$ cat config.mk
export PLATFORM = sky130hd
export DESIGN_NAME = degree_day_snowmelt_step
export DESIGN_NICKNAME = d
export VERILOG_FILES = /design/src/hw/rtl/ddsm_pkg.sv /design/src/hw/rtl/ddsm_sequencer.sv /design/src/hw/rtl/degree_day_snowmelt_step.sv
export VERILOG_INCLUDE_DIRS = /design/src /design/src/hw/rtl
export SDC_FILE = /design/constraint.sdc
export NUM_CORES = 2
export LEC_CHECK = 0
export ABC_CLOCK_PERIOD_IN_PS = 9100
export BUFFER_PORTS_ARGS = -buffer_cell sky130_fd_sc_hd__buf_2
export CAP_MARGIN = 20
export CELL_PAD_IN_SITES_DETAIL_PLACEMENT = 0
export CELL_PAD_IN_SITES_GLOBAL_PLACEMENT = 2
export CORE_ASPECT_RATIO = 0.7
export CORE_MARGIN = 4
export CORE_UTILIZATION = 36
export DETAILED_ROUTE_END_ITERATION = 6
export HOLD_SLACK_MARGIN = 0.15
export PLACE_DENSITY = 0.84
export REMOVE_ABC_BUFFERS = 1
export SLEW_MARGIN = 30
export SYNTH_ARGS = -nofsm -noshare
export SYNTH_HDL_FRONTEND = slang
export SYNTH_SLANG_ARGS = --single-unit
export TNS_END_PERCENT = 30
$ cat constraint.sdc
create_clock -name i_clk -period 9.1 [get_ports i_clk]
set_input_delay 1.365 -clock i_clk [delete_from_list [all_inputs] [get_ports i_clk]]
set_output_delay 1.365 -clock i_clk [all_outputs]
set_load 0.05 [all_outputs]
$ cat src/hw/rtl/assert_macros.svh
// Assertion macros shared by the RTL of the snowmelt step block.
// No dependencies; included by files that carry concurrent checks.
`ifndef ASSERT_MACROS_SVH
`define ASSERT_MACROS_SVH

// Expression must hold at every clock edge outside reset.
`define ASSERT_ALWAYS(label, clk, rst_n, expr) \
    label: assert property (@(posedge clk) disable iff (!(rst_n)) (expr)) \
        else $error("assertion failed");

// When the antecedent holds, the consequent must hold in the next cycle.
`define ASSERT_NEXT(label, clk, rst_n, ante, cons) \
    label: assert property (@(posedge clk) disable iff (!(rst_n)) (ante) |=> (cons)) \
        else $error("assertion failed");

`endif

$ cat src/hw/rtl/ddsm_pkg.sv
// Types, constants and the control store of the degree-day snowmelt step.
// No dependencies; used by ddsm_sequencer and degree_day_snowmelt_step.
`timescale 1ns / 1ps

package ddsm_pkg;

    localparam int STEP_W = 3;
    typedef logic [STEP_W-1:0] t_step;

    localparam logic [16:0] COVER_ONE = 17'h10000;

    // Register indexes of the configuration port.
    typedef enum logic [2:0] {
        CFG_SNOW_CORR  = 3'd0,
        CFG_RAIN_THR   = 3'd1,
        CFG_MELT_THR   = 3'd2,
        CFG_MELT_FACT  = 3'd3,
        CFG_INIT_STORE = 3'd4
    } t_cfg_idx;

    // Condition a step waits on before it completes.
    typedef enum logic [1:0] {
        COND_ALWAYS   = 2'd0,
        COND_WAIT_IN  = 2'd1,
        COND_WAIT_OUT = 2'd2
    } t_cond;

    // Operand pair fed to the shared multiplier.
    typedef enum logic [1:0] {
        MUL_NONE  = 2'd0,
        MUL_SNOW  = 2'd1,
        MUL_POT   = 2'd2,
        MUL_SCALE = 2'd3
    } t_mul_sel;

    typedef struct packed {
        t_cond    cond;
        t_mul_sel mul;
        logic     ld_snow;
        logic     ld_melt;
        logic     ld_out;
        logic     jump;
        t_step    target;
    } t_ctrl;

    typedef struct packed {
        logic in_valid;
        logic out_free;
    } t_seq_status;

    localparam t_step STEP_IDLE  = 3'd0;
    localparam t_step STEP_SNOW  = 3'd1;
    localparam t_step STEP_POT   = 3'd2;
    localparam t_step STEP_MELT  = 3'd3;
    localparam t_step STEP_SCALE = 3'd4;
    localparam t_step STEP_OUT   = 3'd5;

    // Microprogram: one control word per step.
    function automatic t_ctrl ucode_rom(input t_step addr);
        t_ctrl w;
        w = '{cond: COND_ALWAYS, mul: MUL_NONE, ld_snow: 1'b0, ld_melt: 1'b0,
              ld_out: 1'b0, jump: 1'b0, target: STEP_IDLE};
        case (addr)
            STEP_IDLE:  w.cond = COND_WAIT_IN;
            STEP_SNOW:  w.mul = MUL_SNOW;
            STEP_POT: begin
                w.mul     = MUL_POT;
                w.ld_snow = 1'b1;
            end
            STEP_MELT:  w.ld_melt = 1'b1;
            STEP_SCALE: w.mul = MUL_SCALE;
            STEP_OUT: begin
                w.cond   = COND_WAIT_OUT;
                w.ld_out = 1'b1;
                w.jump   = 1'b1;
                w.target = STEP_IDLE;
            end
            default: begin
                w.jump   = 1'b1;
                w.target = STEP_IDLE;
            end
        endcase
        return w;
    endfunction

endpackage

$ cat src/hw/rtl/ddsm_sequencer.sv
// Step counter and control store of the snowmelt step block.
// Depends on ddsm_pkg for the control word and microprogram.
`timescale 1ns / 1ps

module ddsm_sequencer (
    input  logic                 i_clk,
    input  logic                 i_rst_n,
    input  ddsm_pkg::t_seq_status i_status,
    output ddsm_pkg::t_ctrl      o_ctrl,
    output logic                 o_go
);

    ddsm_pkg::t_step r_step;
    ddsm_pkg::t_step n_step;
    ddsm_pkg::t_ctrl ctrl;

    assign ctrl   = ddsm_pkg::ucode_rom(r_step);
    assign o_ctrl = ctrl;

    always_comb begin
        case (ctrl.cond)
            ddsm_pkg::COND_ALWAYS:   o_go = 1'b1;
            ddsm_pkg::COND_WAIT_IN:  o_go = i_status.in_valid;
            ddsm_pkg::COND_WAIT_OUT: o_go = i_status.out_free;
            default:                 o_go = 1'b1;
        endcase
    end

    // A step whose condition fails jumps to itself.
    always_comb begin
        if (!o_go) begin
            n_step = r_step;
        end else if (ctrl.jump) begin
            n_step = ctrl.target;
        end else begin
            n_step = r_step + 1'b1;
        end
    end

    always_ff @(posedge i_clk) begin
        if (!i_rst_n) begin
            r_step <= ddsm_pkg::STEP_IDLE;
        end else begin
            r_step <= n_step;
        end
    end

endmodule

$ cat src/hw/rtl/degree_day_snowmelt_step.sv
// Top level of the degree-day snowmelt step: configuration registers,
// shared multiplier datapath and output register. Depends on ddsm_pkg,
// ddsm_sequencer and assert_macros.svh.
//
// Usage. Each input item is one time step (air temperature, precipitation,
// optional cover fraction) and yields exactly one result item on the output
// channel. Both channels carry valid and stall; an item moves at a rising
// edge with valid high and stall low. Configuration is written through a
// separate valid/ready port that is always ready; index i selects register
// i, indexes beyond the list are ignored. Write it only while idle.
// An item is taken in the idle step, then a short microprogram runs
// five more steps on one shared 32x17 multiplier (snowfall, potential
// melt, cover scaling) and loads the output register in its last step;
// no new item is taken until the microprogram is back in the idle step.
// The next item is taken while a finished result still waits in the output
// register; if the receiver stalls, the final step holds until the output
// register is free, and the input then stalls too.
// Reset (synchronous, active low) returns the registers to their defaults,
// clears the store, restores full cover and rearms the first-item load.
`timescale 1ns / 1ps
`include "assert_macros.svh"

module degree_day_snowmelt_step (
    input  logic               i_clk,
    input  logic               i_rst_n,
    // input item channel
    input  logic               i_in_valid,
    output logic               o_in_stall,
    input  logic signed [15:0] i_air_temp,
    input  logic [23:0]        i_precip,
    input  logic               i_cover_valid,
    input  logic [16:0]        i_cover_fraction,
    // result channel
    output logic               o_out_valid,
    input  logic               i_out_stall,
    output logic [23:0]        o_rain_out,
    output logic [25:0]        o_snow_out,
    output logic [31:0]        o_snow_store_out,
    output logic [31:0]        o_melt_out,
    output logic [32:0]        o_runoff_total,
    output logic [32:0]        o_runoff_scaled,
    // configuration write channel
    input  logic               i_cfg_valid,
    output logic               o_cfg_ready,
    input  logic [2:0]         i_cfg_index,
    input  logic [31:0]        i_cfg_data
);

    // Configuration registers.
    logic [15:0]        r_snow_corr;
    logic signed [15:0] r_rain_thr;
    logic signed [15:0] r_melt_thr;
    logic [15:0]        r_melt_fact;
    logic [31:0]        r_init_store;

    // State kept across items.
    logic [31:0] r_store;
    logic [16:0] r_cover;
    logic        r_started;

    // Working registers of the current item.
    logic [23:0] r_precip;
    logic [15:0] r_dt;
    logic        r_is_rain;
    logic        r_melt_on;
    logic [25:0] r_snow;
    logic [31:0] r_melt;
    logic [48:0] r_prod;
    logic        r_out_valid;

    ddsm_pkg::t_ctrl       ctrl;
    ddsm_pkg::t_seq_status status;
    logic                  go;
    logic                  in_accept;
    logic                  out_fire;
    logic                  out_free;
    logic signed [16:0]    temp_diff;
    logic [31:0]           mul_a;
    logic [16:0]           mul_b;
    logic [23:0]           pot;
    logic [23:0]           rain;
    logic [33:0]           store_sum;
    logic [31:0]           store_new;

    assign out_free = !r_out_valid || !i_out_stall;
    assign status   = '{in_valid: i_in_valid, out_free: out_free};

    ddsm_sequencer u_seq (
        .i_clk    (i_clk),
        .i_rst_n  (i_rst_n),
        .i_status (status),
        .o_ctrl   (ctrl),
        .o_go     (go)
    );

    assign o_in_stall  = (ctrl.cond != ddsm_pkg::COND_WAIT_IN);
    assign in_accept   = i_in_valid && !o_in_stall;
    assign out_fire    = ctrl.ld_out && go;
    assign o_cfg_ready = 1'b1;
    assign o_out_valid = r_out_valid;

    always_ff @(posedge i_clk) begin
        if (!i_rst_n) begin
            r_snow_corr  <= 16'd16384;
            r_rain_thr   <= '0;
            r_melt_thr   <= '0;
            r_melt_fact  <= 16'd768;
            r_init_store <= '0;
        end else if (i_cfg_valid && o_cfg_ready) begin
            case (i_cfg_index)
                ddsm_pkg::CFG_SNOW_CORR:  r_snow_corr  <= i_cfg_data[15:0];
                ddsm_pkg::CFG_RAIN_THR:   r_rain_thr   <= i_cfg_data[15:0];
                ddsm_pkg::CFG_MELT_THR:   r_melt_thr   <= i_cfg_data[15:0];
                ddsm_pkg::CFG_MELT_FACT:  r_melt_fact  <= i_cfg_data[15:0];
                ddsm_pkg::CFG_INIT_STORE: r_init_store <= i_cfg_data;
                default: ;
            endcase
        end
    end

    // When melting, the difference is positive and fits in 16 bits.
    assign temp_diff = {i_air_temp[15], i_air_temp} - {r_melt_thr[15], r_melt_thr};

    always_ff @(posedge i_clk) begin
        if (in_accept) begin
            r_precip  <= i_precip;
            r_dt      <= temp_diff[15:0];
            r_is_rain <= (i_air_temp > r_rain_thr);
            r_melt_on <= (i_air_temp > r_melt_thr);
        end
    end

    always_comb begin
        case (ctrl.mul)
            ddsm_pkg::MUL_SNOW: begin
                mul_a = {8'd0, r_precip};
                mul_b = {1'b0, r_snow_corr};
            end
            ddsm_pkg::MUL_POT: begin
                mul_a = {16'd0, r_dt};
                mul_b = {1'b0, r_melt_fact};
            end
            ddsm_pkg::MUL_SCALE: begin
                mul_a = r_melt;
                mul_b = r_cover;
            end
            default: begin
                mul_a = '0;
                mul_b = '0;
            end
        endcase
    end

    assign pot = r_prod[31:8];

    always_ff @(posedge i_clk) begin
        if (ctrl.mul != ddsm_pkg::MUL_NONE) begin
            r_prod <= 49'(mul_a) * 49'(mul_b);
        end
        if (ctrl.ld_snow) begin
            r_snow <= r_is_rain ? '0 : r_prod[39:14];
        end
        if (ctrl.ld_melt) begin
            if (!r_melt_on) begin
                r_melt <= '0;
            end else if (32'(pot) < r_store) begin
                r_melt <= 32'(pot);
            end else begin
                r_melt <= r_store;
            end
        end
    end

    // Melt never exceeds the old store, so the sum cannot go negative.
    assign rain      = r_is_rain ? r_precip : '0;
    assign store_sum = 34'(r_store) + 34'(r_snow) - 34'(r_melt);
    assign store_new = (|store_sum[33:32]) ? '1 : store_sum[31:0];

    always_ff @(posedge i_clk) begin
        if (!i_rst_n) begin
            r_store   <= '0;
            r_cover   <= ddsm_pkg::COVER_ONE;
            r_started <= 1'b0;
        end else begin
            if (in_accept) begin
                if (!r_started) begin
                    r_store   <= r_init_store;
                    r_started <= 1'b1;
                end
                if (i_cover_valid) begin
                    r_cover <= (i_cover_fraction > ddsm_pkg::COVER_ONE) ?
                               ddsm_pkg::COVER_ONE : i_cover_fraction;
                end
            end else if (out_fire) begin
                r_store <= store_new;
            end
        end
    end

    always_ff @(posedge i_clk) begin
        if (!i_rst_n) begin
            r_out_valid <= 1'b0;
        end else if (out_fire) begin
            r_out_valid <= 1'b1;
        end else if (!i_out_stall) begin
            r_out_valid <= 1'b0;
        end
    end

    always_ff @(posedge i_clk) begin
        if (out_fire) begin
            o_rain_out       <= rain;
            o_snow_out       <= r_snow;
            o_snow_store_out <= store_new;
            o_melt_out       <= r_melt;
            o_runoff_total   <= 33'(r_melt) + 33'(rain);
            o_runoff_scaled  <= 33'(r_prod[47:16]) + 33'(rain);
        end
    end

    `ASSERT_ALWAYS(a_no_load_when_held, i_clk, i_rst_n, !(out_fire && r_out_valid && i_out_stall))
    `ASSERT_NEXT(a_started_after_item, i_clk, i_rst_n, in_accept, r_started)
    `ASSERT_NEXT(a_melt_capped, i_clk, i_rst_n, ctrl.ld_melt, r_melt <= r_store)
    `ASSERT_ALWAYS(a_cover_in_range, i_clk, i_rst_n, r_cover <= ddsm_pkg::COVER_ONE)

endmodule

==> reports/results.ini <==
[status]
status=finished, final reports clean

[synthesis]
synthArstFlopShare_pct=0
synth_top_family_by_area=adder cells
synthXorXnorAreaFrac_pct=2.69
synth_top_cell_area_share_pct=23.8
synth_edf_count=320
yosys_most_used_dff=edfxtp_1
yosysMostFrequentCell=nand2_1
synth_commonest_cells=nand2_1 (866), inv_1 (687), fa_1 (476), edfxtp_1 (320), nor2_1 (284)
yosysSeqAreaShare_pct=31.2
ys_warn_count=0
ys_types=77
synthAdderAreaFrac_pct=31.8
synthMuxAreaShare_pct=0.672
yosys-top-cells-area=edfxtp_1 (24%), fa_1 (24%), ha_1 (8.2%)
avgSynthCellArea_um2=9.41
synthCells=4294
syn_area_um2=40400
yosysTopAreaCell=edfxtp_1
yosys.area_share.simple_pct=15.3
synth_compound_area_share_pct=10.2
synth_seq_cells=470

[clock_network]
clkLatencyLatePin_ns=0.65
h-tree-depth=2
clkTransAtPathRegs_ns=0.06
hold_buffers=0
cts_tree=yes
cts_inserted_buffers=52
root_buffer=clkbuf_16
cts_resized=0
cts.path.max_buffers=3
clkSinkCount=470
cts_setup_buffers=0

[worst_setup_path]
path_buf_inv=4
cp-start-kind=register
path_max_fanout=16
path_delay_family=adder cells
cpPeakStageDelay_ns=0.73
crit_arrival_ns=9.09
criticalPathCategory=reg2reg
worst_path_max_delay_cell=o31ai_2
cp_common_cell=fa_1
rr_startpoint=u_seq.r_step[1]
r2r-end=r_prod[41]
r2r_cells=25
required_ns=9.50
r2r_setup_slack_ns=0.41
critPathCaptureType=register

[global_routing]
grt_max_degree=131
antenna_found_initial=5
grt_pass1_vias=30496
grt_pass1_wl_um=214000
overflow=0
grt_use_total_pct=24.7

[timing]
hold_viol_final=0
fin_crit_sh_pct=95.5
fin_crit_ns=8.69
fmax_mhz=115
worst_slew_pin_slew_ns=1.08
skew_ns=0.0494
relSlewSlack_pct=27.5
rsz0062_at_grt=false
slew_viol_final=0
setup_viol=0

[routing]
via_per_inst=5.18
firstDrtPassIters=6
drt-total-wl_um=147000
via_count=31542
ant_nets=0
wl_per_cell_um=24.1
drt_iter0_markers=3175
drc=0

[run]
cap_violations=0

[power]
pwr_density_cell_nw_per_um2=186
p_leak_nw=20.5
peakVddDrop_mv=0.155
fin_total_pwr_mw=8.58

[final_layout]
final_nets=5433
syn_to_final_growth_pct=13.9
utilization_pct=41.5
final_area_um2=46000
num-fill-cells=11017
final_cells=6094
drive_gt1_share_pct=11.7

[floorplanning]
start_util_pct=36.4
die_h_um=288
row_count=102
core_um2=111000
fp.dieW_um=409
io-pin-count=281
die_area_um2=118000

[placement]
dp.cells=5995
dp_hpwl_um=119000
io_buffers=279
place_area_um2=44200
place_congestion=0.951

[min_path]
hold_end=o_snow_out[14]
hold_class=reg2reg
hold_path_depth=0
holdCritStartpoint=r_snow[14]

routing by layer:
| layer | global-route usage, % | up-vias | wire [µm] |
|---|---|---|---|
| li1 | - | 14389 | - |
| met1 | 38.7 | 15633 | 70800 |
| met4 | 4.37 | 10 | 2780 |
| met3 | 7.78 | 127 | 17000 |
| met5 | 0 | - | 88 |
| met2 | 33.2 | 1383 | 56500 |
logic make-up after synthesis:
family	after synthesis
xor+xnor	124
simple gates	1453
other cells	2
mux	27
buf+inv	863
fa+ha+maj	742
compound gates	613
flops	470
worst max-delay path by stage:
| stage | startpoint | endpoint | slack (ns) | depth (start not counted) |
|---|---|---|---|---|
| 2_1_floorplan | u_seq.r_step[0] | r_prod[41] | -0.87 | 27 |
| 3_3_place_gp | u_seq.r_step[0] | r_prod[41] | 0.60 | 27 |
| 3_5_place_dp | u_seq.r_step[0] | r_prod[41] | 0.55 | 25 |
| 4_1_cts | u_seq.r_step[0] | r_prod[41] | 0.51 | 25 |
| 5_1_grt | u_seq.r_step[0] | r_prod[41] | 0.05 | 26 |
| 6_report | u_seq.r_step[1] | r_prod[41] | 0.41 | 25 |
stage by stage:
step	hold WS [ns]	setup WS, ns	TNS, ns
6_report	0.449	0.408	0
5_1_grt	0.457	0.0524	0
4_1_cts	0.449	0.512	0
3_5_place_dp	0.434	0.553	0
3_3_place_gp	0.436	0.600	0
2_1_floorplan	0.426	-0.867	-13.78
registers in the layout, indices dropped and copies added (netlist names), 3 cells and up:
signal and flops:
r_store 32, o_snow_out 26, r_melt_fact 16, u_seq.r_step 3, r_melt_thr 16, r_snow 26, r_init_store 32, r_melt 32
r_rain_thr 16, o_runoff_scaled 33, o_melt_out 32, r_precip 24, o_snow_store_out 32, r_cover 17, r_snow_corr 16, r_prod 40
o_rain_out 24, r_dt 16, o_runoff_total 33
where the power goes:
part / leakage, nW / internal [mW] / switching [mW]
clock: 0.878 / 1.31 / 0.985
combinational: 15.6 / 1.09 / 2.25
sequential: 4.05 / 2.63 / 0.316
total: 20.5 / 5.03 / 3.55
cells in the final DEF, fill, tap and decap left out, types with 7 or more instances in the layout:
master / count
a21boi_0: 103
xnor2_1: 85
clkinvlp_4: 8
ha_1: 265
nor4_1: 13
clkbuf_1: 9
nand2_1: 865
a211o_1: 7
mux2i_1: 26
buf_4: 124
xor2_1: 39
a22o_1: 8
o21a_1: 19
inv_1: 686
nor2_1: 282
and2_1: 67
a211oi_1: 12
a31oi_1: 41
buf_2: 278
and3_1: 19
o21bai_1: 13
nor2b_1: 64
clkbuf_16: 56
a21oi_1: 140
a21o_1: 84
nand3_1: 36
o21ai_0: 71
dfxtp_1: 150
nand4_1: 27
nand2b_1: 21
nor3_1: 21
conb_1: 9
fa_1: 476
buf_12: 9
edfxtp_1: 320
a22oi_1: 58
cell type report:
class	count	area [µm²]	share of cell area, %
Timing Repair Buffer	414	2560	5.56
Tap cell	1456	1820	3.96
Multi-Input combinational cell	2968	24600	53.5
Sequential cell	470	12600	27.4
Antenna cell	1	2.50	0.00543
Clock buffer	68	1480	3.21
Clock inverter	30	372	0.807
Inverter	687	2590	5.62
(Power assumes the default switching activity.)
